### config.mk
export PLATFORM = sky130hd
export DESIGN_NAME = ckm_back
export DESIGN_NICKNAME = d
export VERILOG_FILES = /design/src/sv/ckm_pkg.sv /design/src/sv/ckm_back.sv
export SDC_FILE = /design/constraint.sdc
export NUM_CORES = 1
export LEC_CHECK = 0
export ABC_AREA = 0
export ABC_CLOCK_PERIOD_IN_PS = 4600
export BUFFER_PORTS_ARGS = -buffer_cell sky130_fd_sc_hd__buf_2
export CORE_AREA = 2 2 116 118
export CTS_CLUSTER_SIZE = 25
export DETAILED_ROUTE_END_ITERATION = 12
export DIE_AREA = 0 0 118 120
export MAX_ROUTING_LAYER = met4
export PLACE_DENSITY = 0.86
export SLEW_MARGIN = 20
export SYNTH_ARGS = -nofsm -noshare
export SYNTH_HDL_FRONTEND = slang
export SYNTH_SLANG_ARGS = --single-unit
### constraint.sdc
create_clock -name i_clk -period 4.6 [get_ports i_clk]
set_clock_uncertainty 0.05 [all_clocks]
set_input_delay 0 -clock i_clk [delete_from_list [all_inputs] [get_ports i_clk]]
set_output_delay 0 -clock i_clk [all_outputs]
set_load 0.03 [all_outputs]
### src/sv/ckm_pkg.sv
// Shared types and constants for the 3x3 color-key morphology block.
// No dependencies; imported by every module of the block.
`default_nettype none

package ckm_pkg;

    localparam int PIX_W      = 24;
    localparam int DIM_W      = 11;
    localparam int CFG_IDX_W  = 2;
    localparam int CFG_DATA_W = 24;

    localparam int DEF_MAX_WIDTH  = 1024;
    localparam int DEF_MAX_HEIGHT = 1024;

    localparam int FIFO_DEPTH = 4;
    localparam int FIFO_PTR_W = $clog2(FIFO_DEPTH);
    localparam int FIFO_CNT_W = $clog2(FIFO_DEPTH + 1);

    // register indexes of the configuration port
    localparam logic [CFG_IDX_W-1:0] CFG_KEY    = 2'd0;
    localparam logic [CFG_IDX_W-1:0] CFG_MODE   = 2'd1;
    localparam logic [CFG_IDX_W-1:0] CFG_WIDTH  = 2'd2;
    localparam logic [CFG_IDX_W-1:0] CFG_HEIGHT = 2'd3;

    localparam logic MODE_DILATE = 1'b0;
    localparam logic MODE_ERODE  = 1'b1;

    localparam logic [DIM_W-1:0] RESET_DIM = 11'd1024;

    typedef struct packed {
        logic [PIX_W-1:0] key;
        logic             mode;
        logic [DIM_W-1:0] width;
        logic [DIM_W-1:0] height;
    } t_cfg;

    // one classified request: the 3x3 window, col*3+row, 0 = top left
    typedef struct packed {
        logic [8:0][PIX_W-1:0] win;
        logic                  interior;
        logic                  last;
    } t_entry;

endpackage

`default_nettype wire

### src/sv/ckm_back.sv
// Back part: applies dilate or erode to each queued interior window (border pixels
// pass through) and holds the result in the output register. Depends on ckm_pkg.
`default_nettype none

module ckm_back import ckm_pkg::*; (
    input  wire logic             i_clk,
    input  wire logic             i_rst_n,
    input  wire t_cfg             i_cfg,
    input  wire t_entry           i_head,
    input  wire logic             i_empty,
    output      logic             o_pop,
    output      logic             o_valid,
    input  wire logic             i_ready,
    output      logic [PIX_W-1:0] o_pixel,
    output      logic             o_last
);

    // neighbour search order: left column, centre top and bottom, right column
    localparam logic [3:0] NB_IDX [8] = '{4'd0, 4'd1, 4'd2, 4'd3,
                                          4'd5, 4'd6, 4'd7, 4'd8};

    logic             r_valid;
    logic [PIX_W-1:0] r_pixel;
    logic             r_last;
    logic [PIX_W-1:0] center;
    logic [PIX_W-1:0] first_ne;
    logic [PIX_W-1:0] result;
    logic [7:0]       nb_key;
    logic             center_key;

    always_comb begin
        center     = i_head.win[4];
        center_key = (center == i_cfg.key);
        first_ne   = center;
        for (int k = 7; k >= 0; k--) begin
            nb_key[k] = (i_head.win[NB_IDX[k]] == i_cfg.key);
            if (!nb_key[k]) begin
                first_ne = i_head.win[NB_IDX[k]];
            end
        end

        result = center;
        if (i_head.interior) begin
            if (i_cfg.mode == MODE_DILATE) begin
                if (!center_key && (nb_key != '0)) begin
                    result = i_cfg.key;
                end
            end else if (center_key) begin
                result = first_ne;
            end
        end
    end

    assign o_pop = !i_empty && (!r_valid || i_ready);

    always_ff @(posedge i_clk) begin
        if (!i_rst_n) begin
            r_valid <= 1'b0;
        end else if (o_pop) begin
            r_valid <= 1'b1;
        end else if (i_ready) begin
            r_valid <= 1'b0;
        end
    end

    always_ff @(posedge i_clk) begin
        if (o_pop) begin
            r_pixel <= result;
            r_last  <= i_head.last;
        end
    end

    assign o_valid = r_valid;
    assign o_pixel = r_pixel;
    assign o_last  = r_last;

endmodule

`default_nettype wire

==> impl_metrics.env <==
export IMPL_seq_area_frac_synth=0.1246
export IMPL_slew_headroom=0.2334
export IMPL_met3WireLength_um=3057
export IMPL_hold_path_class="in -> reg"
export IMPL_core_mm2=0.01298
export IMPL_slowest_stage="nor2_1"
export IMPL_drtPass1Iterations=5
export IMPL_setup_ws_ps=1430
export IMPL_drv_slew=0
export IMPL_final_cell_count_no_fill=1165
export IMPL_std_cell_rows=42
export IMPL_finalSetupViolations=0
export IMPL_status="completed"
export IMPL_maxUsedRoutingLayer="met4"
export IMPL_vias=7745
export IMPL_start_kind="input pin"
export IMPL_ir_drop_v=0.00009856
export IMPL_drive_above_1_share=0.3175
export IMPL_rsz0062_at_grt="false"
export IMPL_drc=0
export IMPL_antenna_found_initial=0
export IMPL_finalWirelength_um=30370
export IMPL_overflow=0
export IMPL_routed_via_density=6.648
export IMPL_cts_resized=0
export IMPL_period_needed_ps=3170
export IMPL_final_setup_tns_ps=0
export IMPL_synth_edf_count=25
export IMPL_io_buffers=273
export IMPL_worstPathCellList="buf_2, xnor2_1, nand4_1, nor4_1, nand3_1, nor2_1, buf_4, o21ai_0, o22ai_1, a21o_1"
export IMPL_ctsHoldBuffers=3
export IMPL_wl_met2_um=14110
export IMPL_drtIter0Drc=1164
export IMPL_routedWlPerCell_um=26.07
export IMPL_power_density_mw_per_mm2=144.8
export IMPL_tightest_slew_ps=1150
export IMPL_synth_top_flop_cell="edfxtp_1"
export IMPL_grt_max_degree=35
export IMPL_gp_congestion=1.041
export IMPL_hold_depth=2
export IMPL_placed_cells=1157
export IMPL_cts_tree="done"
export IMPL_ys_warn_count=0
export IMPL_avgSynthCellArea_um2=8.136
export IMPL_max_freq_mhz=315.5
export IMPL_reg2regPathDepth=3
export IMPL_antenna_left=0
export IMPL_cts_clk_slew_worst_paths_ps=80
export IMPL_fin_nets=1259
export IMPL_total_power_mw=1.106
export IMPL_pre_cts_slack_ps=1256
export IMPL_grt_pass1_wl_um=44460
export IMPL_die_area_mm2=0.01416
export IMPL_fill_cells=1263
export IMPL_ys_ff_latch=26
export IMPL_htreeDepth=1
export IMPL_arrival_ps=3260
export IMPL_crit_fanout=16
export IMPL_cap_violations=0
export IMPL_cp_data_required_time_ps=4690
export IMPL_first_global_vias=7438
export IMPL_hold_viol=0
export IMPL_leakage_nw=3.014
export IMPL_syn_nets=1029
export IMPL_slowest_delay_ps=780
export IMPL_detailed_place_hpwl_um=24240
export IMPL_start_util=0.4764
export IMPL_final_util=0.5886
export IMPL_multiInputGateArea_mm2=0.004971
export IMPL_die_w_um=118
export IMPL_seqCellArea_um2=770.7
export IMPL_areaGrowthSynthToFinish_pct=23.55
export IMPL_root_buffer="clkbuf_16"
export IMPL_clockBufferDepth=2
export IMPL_post_route_period_util=0.6891
export IMPL_cts_sinks=26
export IMPL_critPathKind="in -> reg"
export IMPL_syn_inst=760
export IMPL_clk_latency_ps=260
export IMPL_die_h_um=120
export IMPL_synth_async_reset_ratio=0
export IMPL_num_antenna_cells=0
export IMPL_grt_use_total=0.4238
export IMPL_cts_buffers_inserted=3
export IMPL_crit_path_end_kind="flop"
export IMPL_ios=296
export IMPL_met1_length_um=11760
export IMPL_synth_distinct_cells=44
export IMPL_post_cts_buffers=0
export IMPL_netlist_area_mm2=0.006183
==> synth_stat cells, types with 19 or more instances <==
cell type | number | area (um^2)
xnor2_1 | 152 | 1331
and3_1 | 24 | 150.1
clkbuf_1 | 37 | 138.9
nor2_1 | 20 | 75.07
xor2_1 | 64 | 560.5
buf_2 | 19 | 95.09
nor3_1 | 23 | 115.1
o22ai_1 | 23 | 143.9
a31oi_1 | 25 | 156.4
nand4_1 | 44 | 275.3
edfxtp_1 | 25 | 750.7
a221o_1 | 50 | 500.5
a211o_1 | 24 | 210.2
nand2b_1 | 24 | 150.1
==> sequential cells by signal, indices dropped and copies added, names as in the netlist <==
signal and count:
o_valid 1, o_last 1, o_pixel 24
==> critical path, delay by kind of cell <==
family | cells | cell delay (ps)
AOI/OAI and AO/OA | 3 | 540
and+or+nand+nor | 4 | 1810
buffers and inverters | 2 | 590
xor gates and xnor gates | 1 | 310
==> cell usage in the layout (no fill, tap or decap), types with 2 or more instances in the layout <==
master / synthesis / final
a221oi_1: 11 / 11
xnor2_1: 152 / 152
dlygate4sd3_1: 0 / 3
a32o_1: 10 / 10
edfxtp_1: 25 / 25
buf_4: 5 / 25
nor3_1: 23 / 23
a221o_1: 50 / 50
clkbuf_16: 0 / 3
o2bb2ai_1: 13 / 13
nand2b_1: 24 / 24
nor4_1: 17 / 17
inv_1: 2 / 2
o21ai_0: 16 / 16
xor2_1: 64 / 64
nand4_1: 44 / 44
o221ai_1: 13 / 13
nand2_1: 16 / 16
buf_2: 19 / 273
a31oi_1: 25 / 25
or2_1: 2 / 2
o22ai_1: 23 / 23
o21ai_1: 9 / 9
nor2_1: 20 / 20
a21o_1: 10 / 10
and2_1: 3 / 3
nor4_4: 4 / 4
a21oi_1: 17 / 17
a211o_1: 24 / 24
o31ai_1: 10 / 10
and3_1: 24 / 24
o211ai_1: 2 / 2
nor4_2: 4 / 4
nand3_1: 17 / 17
==> worst paths after layout <==
kind	startpoint	slack, ps	to
max	i_cfg[25]	1430	o_pixel[0]
min	i_head[112]	70	o_pixel[14]
max reg2reg	o_valid	3310	o_pixel[7]
min reg2reg	o_valid	960	o_pixel[23]
==> final cells by class <==
type | count | area share
multi-input combinational | 655 | 0.6507
clock buffer | 4 | 0.01032
tap | 176 | 0.02882
inverter | 2 | 0.0009826
sequential | 26 | 0.1009
timing repair buffer | 302 | 0.2083
==> metal layers <==
layer  vias up  track usage
met2       640       0.6864
met5         -            -
met1      3604       0.5348
li1       3410            -
met3        91      0.05656
met4         0       0.1747
==> power breakdown <==
group / internal (mW) / switching [mW]
Clock: 0.119 / 0.0952
Combinational: 0.248 / 0.359
Sequential: 0.280 / 0.00388
Total: 0.647 / 0.458
==> through the flow <==
stage	hold WS (ps)	cell area (um^2)
2_1_floorplan	48.87	6183
6_report	73.77	7640
4_1_cts	64.50	7632
3_3_place_gp	134.1	7523
3_5_place_dp	140.2	7523
5_1_grt	58.43	7640
==> logic make-up (layout without fill, tap and decap cells) <==
| family | count (synthesis) | count (layout) | synth area share |
|---|---|---|---|
| buffers and inverters | 79 | 308 | 0.07183 |
| multiplexers | 2 | 2 | 0.003440 |
| XOR/XNOR | 216 | 216 | 0.3059 |
| AO/OA/AOI/OAI | 236 | 236 | 0.2993 |
| flip-flops | 26 | 26 | 0.1246 |
| AND/OR/NAND/NOR | 201 | 201 | 0.1949 |
(Power assumes the default switching activity.)
