===== config.mk =====
export PLATFORM = sky130hd
export DESIGN_NAME = ckm_fifo
export DESIGN_NICKNAME = d
export VERILOG_FILES = /design/src/sv/ckm_pkg.sv /design/src/sv/ckm_fifo.sv
export SDC_FILE = /design/constraint.sdc
export NUM_CORES = 1
export LEC_CHECK = 0
export BUFFER_PORTS_ARGS = -buffer_cell sky130_fd_sc_hd__clkbuf_2
export CAP_MARGIN = 40
export CORE_AREA = 2 2 261 263
export CTS_BUF_LIST = sky130_fd_sc_hd__clkbuf_4
export DETAILED_ROUTE_END_ITERATION = 8
export DIE_AREA = 0 0 263 265
export PLACE_DENSITY = 0.68
export SETUP_SLACK_MARGIN = 0.15
export SLEW_MARGIN = 10
export SYNTH_ARGS = -nofsm -noshare
export SYNTH_HDL_FRONTEND = slang
export SYNTH_SLANG_ARGS = --single-unit

===== constraint.sdc =====
create_clock -name i_clk -period 8.35 [get_ports i_clk]
set_input_delay 1.2525 -clock i_clk [delete_from_list [all_inputs] [get_ports i_clk]]
set_output_delay 1.2525 -clock i_clk [all_outputs]
set_load 0.01 [all_outputs]

===== src/sv/ckm_pkg.sv =====
// Shared types and constants for the 3x3 color-key morphology block.
// No dependencies; imported by every module of the block.
`default_nettype none

package ckm_pkg;

    localparam int PIX_W      = 24;
    localparam int DIM_W      = 11;
    localparam int CFG_IDX_W  = 2;
    localparam int CFG_DATA_W = 24;

    localparam int DEF_MAX_WIDTH  = 1024;
    localparam int DEF_MAX_HEIGHT = 1024;

    localparam int FIFO_DEPTH = 4;
    localparam int FIFO_PTR_W = $clog2(FIFO_DEPTH);
    localparam int FIFO_CNT_W = $clog2(FIFO_DEPTH + 1);

    // register indexes of the configuration port
    localparam logic [CFG_IDX_W-1:0] CFG_KEY    = 2'd0;
    localparam logic [CFG_IDX_W-1:0] CFG_MODE   = 2'd1;
    localparam logic [CFG_IDX_W-1:0] CFG_WIDTH  = 2'd2;
    localparam logic [CFG_IDX_W-1:0] CFG_HEIGHT = 2'd3;

    localparam logic MODE_DILATE = 1'b0;
    localparam logic MODE_ERODE  = 1'b1;

    localparam logic [DIM_W-1:0] RESET_DIM = 11'd1024;

    typedef struct packed {
        logic [PIX_W-1:0] key;
        logic             mode;
        logic [DIM_W-1:0] width;
        logic [DIM_W-1:0] height;
    } t_cfg;

    // one classified request: the 3x3 window, col*3+row, 0 = top left
    typedef struct packed {
        logic [8:0][PIX_W-1:0] win;
        logic                  interior;
        logic                  last;
    } t_entry;

endpackage

`default_nettype wire


===== src/sv/ckm_fifo.sv =====
// Short request queue between the front and back parts of the morphology block.
// Depends on ckm_pkg for the entry type and depth.
`default_nettype none

module ckm_fifo import ckm_pkg::*; (
    input  wire logic                  i_clk,
    input  wire logic                  i_rst_n,
    input  wire logic                  i_push,
    input  wire t_entry                i_entry,
    input  wire logic                  i_pop,
    output      t_entry                o_head,
    output      logic                  o_empty,
    output      logic [FIFO_CNT_W-1:0] o_count
);

    t_entry                r_slot [FIFO_DEPTH];
    logic [FIFO_PTR_W-1:0] r_wr_ptr;
    logic [FIFO_PTR_W-1:0] r_rd_ptr;
    logic [FIFO_CNT_W-1:0] r_count;
    logic [FIFO_CNT_W-1:0] n_count;

    always_comb begin
        n_count = r_count;
        if (i_push && !i_pop) begin
            n_count = r_count + FIFO_CNT_W'(1);
        end else if (!i_push && i_pop) begin
            n_count = r_count - FIFO_CNT_W'(1);
        end
    end

    always_ff @(posedge i_clk) begin
        if (!i_rst_n) begin
            r_wr_ptr <= '0;
            r_rd_ptr <= '0;
            r_count  <= '0;
        end else begin
            if (i_push) begin
                r_wr_ptr <= r_wr_ptr + FIFO_PTR_W'(1);
            end
            if (i_pop) begin
                r_rd_ptr <= r_rd_ptr + FIFO_PTR_W'(1);
            end
            r_count <= n_count;
        end
    end

    always_ff @(posedge i_clk) begin
        if (i_push) begin
            r_slot[r_wr_ptr] <= i_entry;
        end
    end

    assign o_head  = r_slot[r_rd_ptr];
    assign o_empty = (r_count == '0);
    assign o_count = r_count;

    // the front's credit check must keep the queue from overflowing
    a_no_overflow: assert property (@(posedge i_clk) disable iff (!i_rst_n)
        i_push |-> (r_count < FIFO_CNT_W'(FIFO_DEPTH)))
        else $error("request queue overflow");

    a_no_underflow: assert property (@(posedge i_clk) disable iff (!i_rst_n)
        i_pop |-> (r_count != '0))
        else $error("request queue underflow");

endmodule

`default_nettype wire


==> results of run 1 <==
## worst max-delay path by stage
stage	depth (start not counted)	slack, ns	to
final	3	3.88	o_head[46]
after global routing	3	3.56	o_head[45]
after CTS	3	3.65	o_head[32]
after detailed placement	4	4.66	r_slot[3][137]$_DFFE_PP_
after global placement	4	4.47	r_slot[0][61]$_DFFE_PP_
after floorplan	1	1.55	r_slot[0][0]$_DFFE_PP_
## cells by family after synthesis
family	Yosys count	share of synthesized area, %
flops	881	82.9
mux	220	15.5
buf+inv	52	0.913
simple gates	14	0.264
fa+ha+maj	6	0.260
xor+xnor	5	0.138
compound gates	2	0.0393
## state kept, by name, summed over array words and instances (netlist names), named ones only
register	cells
r_slot	872
o_count	3
r_rd_ptr	2
r_wr_ptr	2
## final cells by class
type	instances	area, sq um	share of cell area (%)
Sequential cell	881	26400	69.6
Multi-Input combinational cell	247	5160	13.6
Timing Repair Buffer	464	2560	6.76
Clock buffer	325	2440	6.44
Tap cell	873	1090	2.88
Clock inverter	48	235	0.621
Inverter	4	15.0	0.0396
Antenna cell	5	12.5	0.0330
## stage by stage
step	utilization (%)	instance area (sq um)	worst slack [ns]	std cells	total power, W
6_report	56.7	37900	3.88	2847	0.00944
5_1_grt	56.7	37900	3.56	2845	0.00986
4_1_cts	56.7	37900	3.65	2842	0.00960
3_5_place_dp	52.7	35200	4.66	2469	0.00618
3_3_place_gp	52.5	35000	4.47	2463	0.00615
2_1_floorplan	-	31800	1.55	1180	0.00579
## where the power goes
part	internal [W]	total [W]	switching (W)	leakage, nW
registers	0.00508	0.00513	0.0000499	8.08
logic	0.000412	0.000935	0.000522	3.33
clock network	0.00177	0.00337	0.00160	1.60
## metal layers
layer	GRT usage [%]	routed length [microns]	up-vias	part of all wire (%)
li1	-	-	6579	-
met1	22.2	24500	7783	38
met2	30.3	32500	543	51
met3	7.39	5410	105	8.5
met4	7.35	1430	12	2.2
met5	0	79	-	0.12
## worst register-to-register path: stages, from the launching register on
cell and delay, ns:
dfxtp_1 0.39, ha_1 0.17, and2_4 0.53, buf_4 0.54, buf_4 0.68
## placed cells by master (no fill, tap or decap), types with 2 or more instances in the layout
master,synthesis,routed
inv_6,0,3
clkinv_1,0,34
dfxtp_4,0,2
mux2i_1,2,2
inv_2,0,2
clkbuf_2,0,443
and2_4,0,4
diode_2,0,5
ha_1,5,5
clkbuf_4,0,325
mux4_2,218,218
nor2b_1,2,2
buf_16,0,5
clkinvlp_4,0,3
buf_12,0,7
xor2_1,3,3
dfxtp_1,9,7
inv_1,4,4
clkinv_2,0,3
and2_1,9,5
buf_4,12,9
xnor2_1,2,2
edfxtp_1,872,872
==> qor.json, run 1 <==
{
  "syn-mean-instance-area_sq_um": 27.0,
  "critPathTopFamily": "buffers and inverters",
  "clock_tree.htree_level_count": 4,
  "cpPeakStageDelay_ns": 0.62,
  "global_router_s_overall_resource_usage_pct": 18.5,
  "yosysWarnings": 0,
  "setup_viol": 0,
  "status": "complete, no violations",
  "fp-row-count": 95,
  "totalNegativeSetupSlack_ns": 0,
  "ys_seq_area_share_pct": 82.9,
  "synth-edff-count": 872,
  "floorplan.initialDensity_pct": 47.6,
  "leakage_nw": 13.0,
  "crit_path_cell_trace": "buf_12 > mux4_2 > clkbuf_2",
  "synth_seq_cells": 881,
  "die_area_sq_um": 69700,
  "clock_path_buffers": 3,
  "routedWlPerCell_microns": 22.5,
  "timing.rr.start": "r_wr_ptr[0]$_SDFFE_PN0P_",
  "post_synth_num_cell_types": 21,
  "period_minus_slack_ns": 4.47,
  "synthesis.area_sq_um": 31800,
  "grt_pass1_wl_microns": 96200,
  "post_cts_resized": 0,
  "routed_via_density": 5.28,
  "drt_pass1_iterations": 5,
  "cts_hold_buf": 0,
  "yosys.area.top_type_share_pct": 82.3,
  "top_level_ports": 444,
  "postSynth.topFlopCell": "edfxtp_1",
  "gp_congestion": 0.744,
  "dpl.hpwl_microns": 38200,
  "post_cts_buffers": 0,
  "clockRootBuffer": "clkbuf_4",
  "layout.nets": 2040,
  "min_delay_path_depth": 1,
  "timing.setup.critical_path_class": "reg -> out",
  "cp_data_required_time_ns": 7.10,
  "timing_hold_violations_final": 0,
  "max_cap_viol_count": 0,
  "min_from": "i_entry[105]",
  "critical_path_fanouts_max": 107,
  "globalRouteOverflowTotal": 0,
  "cts.sinks": 881,
  "critPathBufInv": 2,
  "worst_ep_arrival_time_ns": 3.21,
  "detailedRoute.firstIterationViolations": 1057,
  "total_of_buffers_placed_on_input_and_output_ports": 443,
  "power_per_cell_area_nw_per_um2": 249,
  "cpMaxStageDelayCell": "mux4_2",
  "worst_r2r_endpoint": "r_slot[3][169]$_DFFE_PP_",
  "mappedNetlistNets": 1408,
  "grt_max_degree": 119,
  "fin_worst_hold_slack_ns": 0.496,
  "synth_area_leaders": "edfxtp_1 (82%), mux4_2 (15%), dfxtp_1 (0.57%)",
  "worstHoldEndpoint": "r_slot[2][105]$_DFFE_PP_",
  "drive_above_1_share_pct": 52.2,
  "die_width_microns": 263,
  "r2r_cells": 4,
  "worst_reg_to_reg_setup_slack_ns": 5.59,
  "clock.fmax_mhz": 224,
  "drt.antenna.violating_nets": 0,
  "synth_most_common_cell": "edfxtp_1",
  "rsz_0062_raised_after_global_routing": "no",
  "synthToLayoutAreaGrowth_pct": 19.1,
  "async_reset_ff_share_pct": 0,
  "worst_slew_pin_slew_ns": 1.06,
  "worst_skew_pair.late_latency_ns": 0.95,
  "placeableCoreArea_sq_um": 66800,
  "synth_top_area_cell": "edfxtp_1",
  "clk_transition_reported_paths_ns": 0.07,
  "post_synth_inst_count": 1180,
  "first_global_vias": 16182,
  "final_period_util_pct": 53.5,
  "finClkSkew_ns": 0.0360,
  "critPathCaptureType": "output port",
  "overall_routed_net_length_microns": 64000,
  "vias": 15022,
  "hold_path.class": "in -> reg",
  "start_kind": "flip-flop",
  "slew_headroom_pct": 29.5,
  "max-vdd-ir-drop_uv": 174,
  "tritoncts": "built",
  "slew_violations": 0,
  "detail_route.drc_violations": 0,
  "antenna_found_initial": 11,
  "fillers": 5000,
  "die-height_microns": 265,
  "synth_commonest_cells": "edfxtp_1 (872), mux4_2 (218), buf_2 (22), buf_4 (12), buf_1 (10)",
  "cts-buffers-inserted": 214
}
(Power assumes the default switching activity.)
==> run 2, diff against run 1 <==
- PLACE_DENSITY: 0.68 -> 0.71
- clock period: 8.35 -> 4 ns (I/O delays scaled with it)
==> run 2 against run 1 <==
Effect of this change:
- setup slack worse by 3.4 ns
- routed wire length up 7.7%
- critical path depth unchanged
- combinational power up 130%
- cell count up 8.4%
- clock skew up 0.0060 ns
- first-iteration DRC count up 34%
- sequential power up 110%
- sequential share of layout area down 4.0 points
- die area unchanged
- critical path type unchanged
- largest power group unchanged
==> qor.json, run 2 (synthesized netlist as in run 1, its figures left out) <==
{
  "clk_transition_reported_paths_ns": 0.07,
  "min_from": "i_entry[26]",
  "period_minus_slack_ns": 3.55,
  "clock_tree.htree_level_count": 4,
  "cpMaxStageDelayCell": "dfxtp_4",
  "gp_congestion": 0.785,
  "slew_headroom_pct": 46.3,
  "cts-buffers-inserted": 209,
  "overall_routed_net_length_microns": 68900,
  "die_width_microns": 263,
  "fillers": 4690,
  "die-height_microns": 265,
  "synthToLayoutAreaGrowth_pct": 26.3,
  "cp_data_required_time_ns": 3.40,
  "totalNegativeSetupSlack_ns": 0,
  "leakage_nw": 14.0,
  "cts.sinks": 881,
  "final_period_util_pct": 88.7,
  "crit_path_cell_trace": "buf_12 > mux4_2 > clkbuf_2",
  "globalRouteOverflowTotal": 0,
  "status": "complete, no violations",
  "postLayoutCellArea_sq_um": 40200,
  "first_global_vias": 17772,
  "max-vdd-ir-drop_uv": 338,
  "fp-row-count": 95,
  "placeableCoreArea_sq_um": 66800,
  "antenna_found_initial": 9,
  "power_per_cell_area_nw_per_um2": 490,
  "top_level_ports": 444,
  "detail_route.drc_violations": 0,
  "routed_via_density": 5.27,
  "timing.rr.start": "r_wr_ptr[1]$_SDFFE_PN0P_",
  "layout.nets": 2291,
  "global_router_s_overall_resource_usage_pct": 19.9,
  "post_cts_buffers": 0,
  "final_cell_mix": "edfxtp_1 (872), clkbuf_2 (443), clkbuf_4 (292)",
  "grt_pass1_wl_microns": 104000,
  "die_area_sq_um": 69700,
  "critical_path_fanouts_max": 43,
  "setup_viol": 0,
  "max_cap_viol_count": 0,
  "dpl.hpwl_microns": 41400,
  "numPlacedInstances": 2503,
  "cpPeakStageDelay_ns": 0.81,
  "tritoncts": "built",
  "clockRootBuffer": "clkbuf_4",
  "rsz_0062_raised_after_global_routing": "no",
  "clock.fmax_mhz": 282,
  "timing.setup.critical_path_class": "reg -> out",
  "drt.antenna.violating_nets": 0,
  "drt_pass1_iterations": 5,
  "detailedRoute.firstIterationViolations": 1415,
  "drive_above_1_share_pct": 46.7,
  "routedWlPerCell_microns": 22.3,
  "mostFrequentLayoutCell": "edfxtp_1",
  "worst_slew_pin_slew_ns": 0.806,
  "worst_skew_pair.late_latency_ns": 0.99,
  "finClkSkew_ns": 0.0421,
  "slew_violations": 0,
  "start_kind": "flip-flop",
  "worst_ep_arrival_time_ns": 2.95,
  "largest-register": "r_slot",
  "instances_no_fill": 3087,
  "instance_area_after_placement_sq_um": 35500,
  "grt_max_degree": 94,
  "floorplan.initialDensity_pct": 47.6,
  "largest_register_ff_count": 872,
  "hold_path.class": "in -> reg",
  "total_of_buffers_placed_on_input_and_output_ports": 443,
  "final-seq-area_sq_um": 26400,
  "critPathCaptureType": "output port",
  "vias": 16267,
  "timing_hold_violations_final": 0,
  "multiInputGateArea_sq_um": 5160,
  "clock_path_buffers": 3
}
-- run 2: changes by cell type in the layout (fill, tap and decap cells not counted), moves of 2 or more --
| cell | delta |
|---|---|
| buf_12 | +8 |
| buf_16 | -5 |
| buf_4 | +31 |
| clkbuf_4 | -33 |
| clkinv_1 | +11 |
| clkinv_2 | +2 |
| clkinvlp_4 | -3 |
| diode_2 | +3 |
| dlygate4sd3_1 | +222 |
| inv_2 | +4 |
-- run 2: what timing repair did --
item,4_1_cts,5_1_grt
endpoints found under the hold margin,881,0
resized for setup,0,0
setup endpoints to repair,0,0
hold buffers,222,0
-- run 2: power breakdown --
group          total [W]  internal (W)  switching (W)
logic            0.00218       0.00103        0.00115
registers         0.0107        0.0106       0.000137
clock network    0.00677       0.00341        0.00336
-- run 2: routing by layer --
layer	track usage, %	vias to the layer above	wire (microns)
met4	7.97	2	1670
met1	24.1	8352	25700
li1	-	7055	-
met3	6.98	124	6110
met5	0	-	8
met2	33.0	734	35500
-- run 2: cell type report --
cell class | count | share of cell area, %
clock buffer | 292 | 5.45
multi-input combinational | 247 | 12.8
antenna | 8 | 0.0498
clock inverter | 62 | 0.729
tap | 873 | 2.72
sequential | 881 | 65.6
inverter | 4 | 0.0374
timing repair buffer | 720 | 12.5
-- run 2: worst max-delay path: cells and delay by family, from the launching register on --
| kind | cells | cell delay, ns |
|---|---|---|
| multiplexers | 1 | 0.58 |
| flip-flops | 1 | 0.81 |
| buffers and inverters | 2 | 0.54 |
-- run 2: path summary, 6_finish.rpt --
path	endpoint	slack [ns]	cells past startpoint
setup reg to reg	r_slot[1][167]$_DFFE_PP_	1.89	4
hold / removal	r_slot[3][26]$_DFFE_PP_	0.38	2
setup / recovery	o_head[94]	0.45	3
hold reg to reg	flip-flop	0.61	2
-- run 2: through the flow --
| step | power (W) | setup WS [ns] | utilization [%] | hold slack (ns) |
|---|---|---|---|---|
| final | 0.0197 | 0.453 | 60.2 | 0.383 |
| after global routing | 0.0205 | 0.183 | 60.2 | 0.256 |
| after CTS | 0.0199 | 0.245 | 60.1 | 0.218 |
| after detailed placement | 0.0130 | 1.37 | 53.1 | 0.592 |
| after global placement | 0.0129 | 1.38 | 53.0 | 0.543 |
| after floorplan | 0.0120 | 0.292 | - | 0.521 |
==> run 3, diff against run 2 <==
- clock period: 4 -> 3 ns (I/O delays scaled with it)
==> run 3 against run 2 <==
Effect of this change:
- sequential power increased by 34%
- die area did not move
- worst hold slack worse by 0.18 ns
- global-route usage is 0.39 points higher
- critical path depth increased by 2
- first-iteration DRC count down 8.6%
- power rose by 40%
- cell count rose by 1.9%
- clock skew increased by 0.015 ns
- clock power is 45% higher
- clock-buffer cell count is 26 higher
- largest cell class unchanged
- highest routed layer unchanged
==> qor.json, run 3 (synthesized netlist as in run 1, its figures left out) <==
{
  "status": "complete, no violations",
  "totalNegativeSetupSlack_ns": 0,
  "synthToLayoutAreaGrowth_pct": 31.5,
  "worst_ep_arrival_time_ns": 2.53,
  "setup_viol": 0,
  "globalRouteOverflowTotal": 0,
  "dpl.hpwl_microns": 40500,
  "final_cell_mix": "edfxtp_1 (872), clkbuf_2 (382), clkbuf_4 (318)",
  "cts.sinks": 881,
  "timing_hold_violations_final": 0,
  "finClkSkew_ns": 0.0571,
  "clock_path_buffers": 3,
  "critical_path_fanouts_max": 8,
  "first_global_vias": 17724,
  "routed_via_density": 5.21,
  "rsz_0062_raised_after_global_routing": "yes",
  "net-switching-power_w": 0.00642,
  "drive_above_1_share_pct": 48.6,
  "start_kind": "flip-flop",
  "layout.nets": 2337,
  "largest_register_ff_count": 872,
  "detail_route.drc_violations": 0,
  "slew_headroom_pct": 56.9,
  "total_of_buffers_placed_on_input_and_output_ports": 443,
  "combinational_group_share_of_total_power_pct": 12.4,
  "max_cap_viol_count": 0,
  "fp-row-count": 95,
  "antenna_found_initial": 9,
  "cpPeakStageDelay_ns": 0.56,
  "multiInputGateArea_sq_um": 5160,
  "die_area_sq_um": 69700,
  "global_router_s_overall_resource_usage_pct": 20.3,
  "mostFrequentLayoutCell": "edfxtp_1",
  "timing.final.ws_setup_ns": 0.0164,
  "timing.setup.critical_path_class": "reg -> out",
  "sequential_share_of_power_pct": 51.9,
  "slew_violations": 0,
  "die_width_microns": 263,
  "top_level_ports": 444,
  "critPathCaptureType": "output port",
  "finalPower_w": 0.0275,
  "worst_slew_pin_slew_ns": 0.647,
  "hold_path.class": "in -> reg",
  "drt_pass1_iterations": 5,
  "fillers": 4521,
  "critPathTopFamily": "buffers and inverters",
  "power_per_cell_area_nw_per_um2": 658,
  "critPathBufInv": 4,
  "placeableCoreArea_sq_um": 66800,
  "clockRootBuffer": "clkbuf_4",
  "power_switching_share_pct": 23.3,
  "power_frac_clock_pct": 35.7,
  "detailedPlace.worstSlack_ns": 0.758,
  "clk_transition_reported_paths_ns": 0.08,
  "floorplan.initialDensity_pct": 47.6,
  "leakage_nw": 14.7,
  "max-vdd-ir-drop_uv": 409,
  "grt_pass1_wl_microns": 105000,
  "gp_congestion": 0.751,
  "die-height_microns": 265,
  "cpMaxStageDelayCell": "mux4_2",
  "overall_routed_net_length_microns": 70300,
  "detailedRoute.firstIterationViolations": 1294,
  "grt_max_degree": 83,
  "clock_tree.htree_level_count": 4,
  "drt.antenna.violating_nets": 0,
  "worst_skew_pair.late_latency_ns": 1.03,
  "final-seq-area_sq_um": 26400,
  "routedWlPerCell_microns": 22.4,
  "power_report.internal_total_w": 0.0211,
  "final_period_util_pct": 99.5,
  "path_common_cell": "buf_12",
  "largest-register": "r_slot",
  "period_minus_slack_ns": 2.98,
  "crit_path_cell_trace": "buf_12 > buf_12 > buf_16 > mux4_2 > buf_6",
  "clock.fmax_mhz": 335,
  "cp_data_required_time_ns": 2.55,
  "cts-buffers-inserted": 213,
  "tritoncts": "built",
  "vias": 16399
}
run 3: cell count changes in the layout (fill, tap and decap cells not counted), sizes merged:
cell | previous run | this run
clkinv | 52 | 44
clkinvlp | 0 | 1
bufinv | 1 | 4
buf | 55 | 153
inv | 13 | 10
diode | 8 | 5
clkbuf | 735 | 705
run 3: layer usage:
layer | vias to the layer above | global-route usage, % | wire (microns)
li1 | 7183 | - | -
met1 | 8414 | 24.8 | 26700
met2 | 667 | 33.3 | 36100
met3 | 125 | 7.21 | 5810
met4 | 10 | 8.00 | 1630
met5 | - | 0 | 65
run 3: timing repair:
action	CTS	global route
hold buffers	222	0
endpoints found under the setup margin	215	217
endpoints found under the hold margin	903	0
gates cloned	11	2
buffers inserted	18	4
resized for setup	61	154
run 3: final timing paths:
path	to	from	cells past startpoint	slack (ns)
setup / recovery	o_head[137]	flip-flop	5	0.02
hold / removal	r_slot[1][178]$_DFFE_PP_	i_entry[178]	2	0.20
setup reg to reg	r_slot[2][185]$_DFFE_PP_	r_wr_ptr[0]$_SDFFE_PN0P_	5	1.10
hold reg to reg	o_count[2]$_SDFFE_PN0P_	o_count[2]$_SDFFE_PN0P_	2	0.54
run 3: cell type report:
| class | instances | area share [%] |
|---|---|---|
| Antenna cell | 5 | 0.0299 |
| Clock buffer | 318 | 5.71 |
| Clock inverter | 55 | 0.969 |
| Inverter | 4 | 0.0359 |
| Multi-Input combinational cell | 247 | 12.3 |
| Sequential cell | 881 | 63.0 |
| Tap cell | 873 | 2.61 |
| Timing Repair Buffer | 762 | 15.3 |
run 3: power groups by stage:
stage          registers, W  clock network [W]  logic, W
4_1_cts              0.0143             0.0101   0.00329
3_3_place_gp         0.0145                  0   0.00271
2_1_floorplan        0.0145                  0   0.00150
5_1_grt              0.0143             0.0108   0.00363
3_5_place_dp         0.0145                  0   0.00274
6_report             0.0143            0.00982   0.00342
run 3: stage by stage:
stage / std cells / hold slack (ns) / area (sq um) / utilization (%)
floorplan: 1180 / 0.521 / 31800 / -
global placement: 2510 / 0.490 / 35600 / 53.3
global route: 3143 / 0.0756 / 41800 / 62.6
finish: 3145 / 0.201 / 41800 / 62.6
detailed placement: 2510 / 0.528 / 35600 / 53.3
CTS: 3134 / 0.0343 / 41400 / 62.0
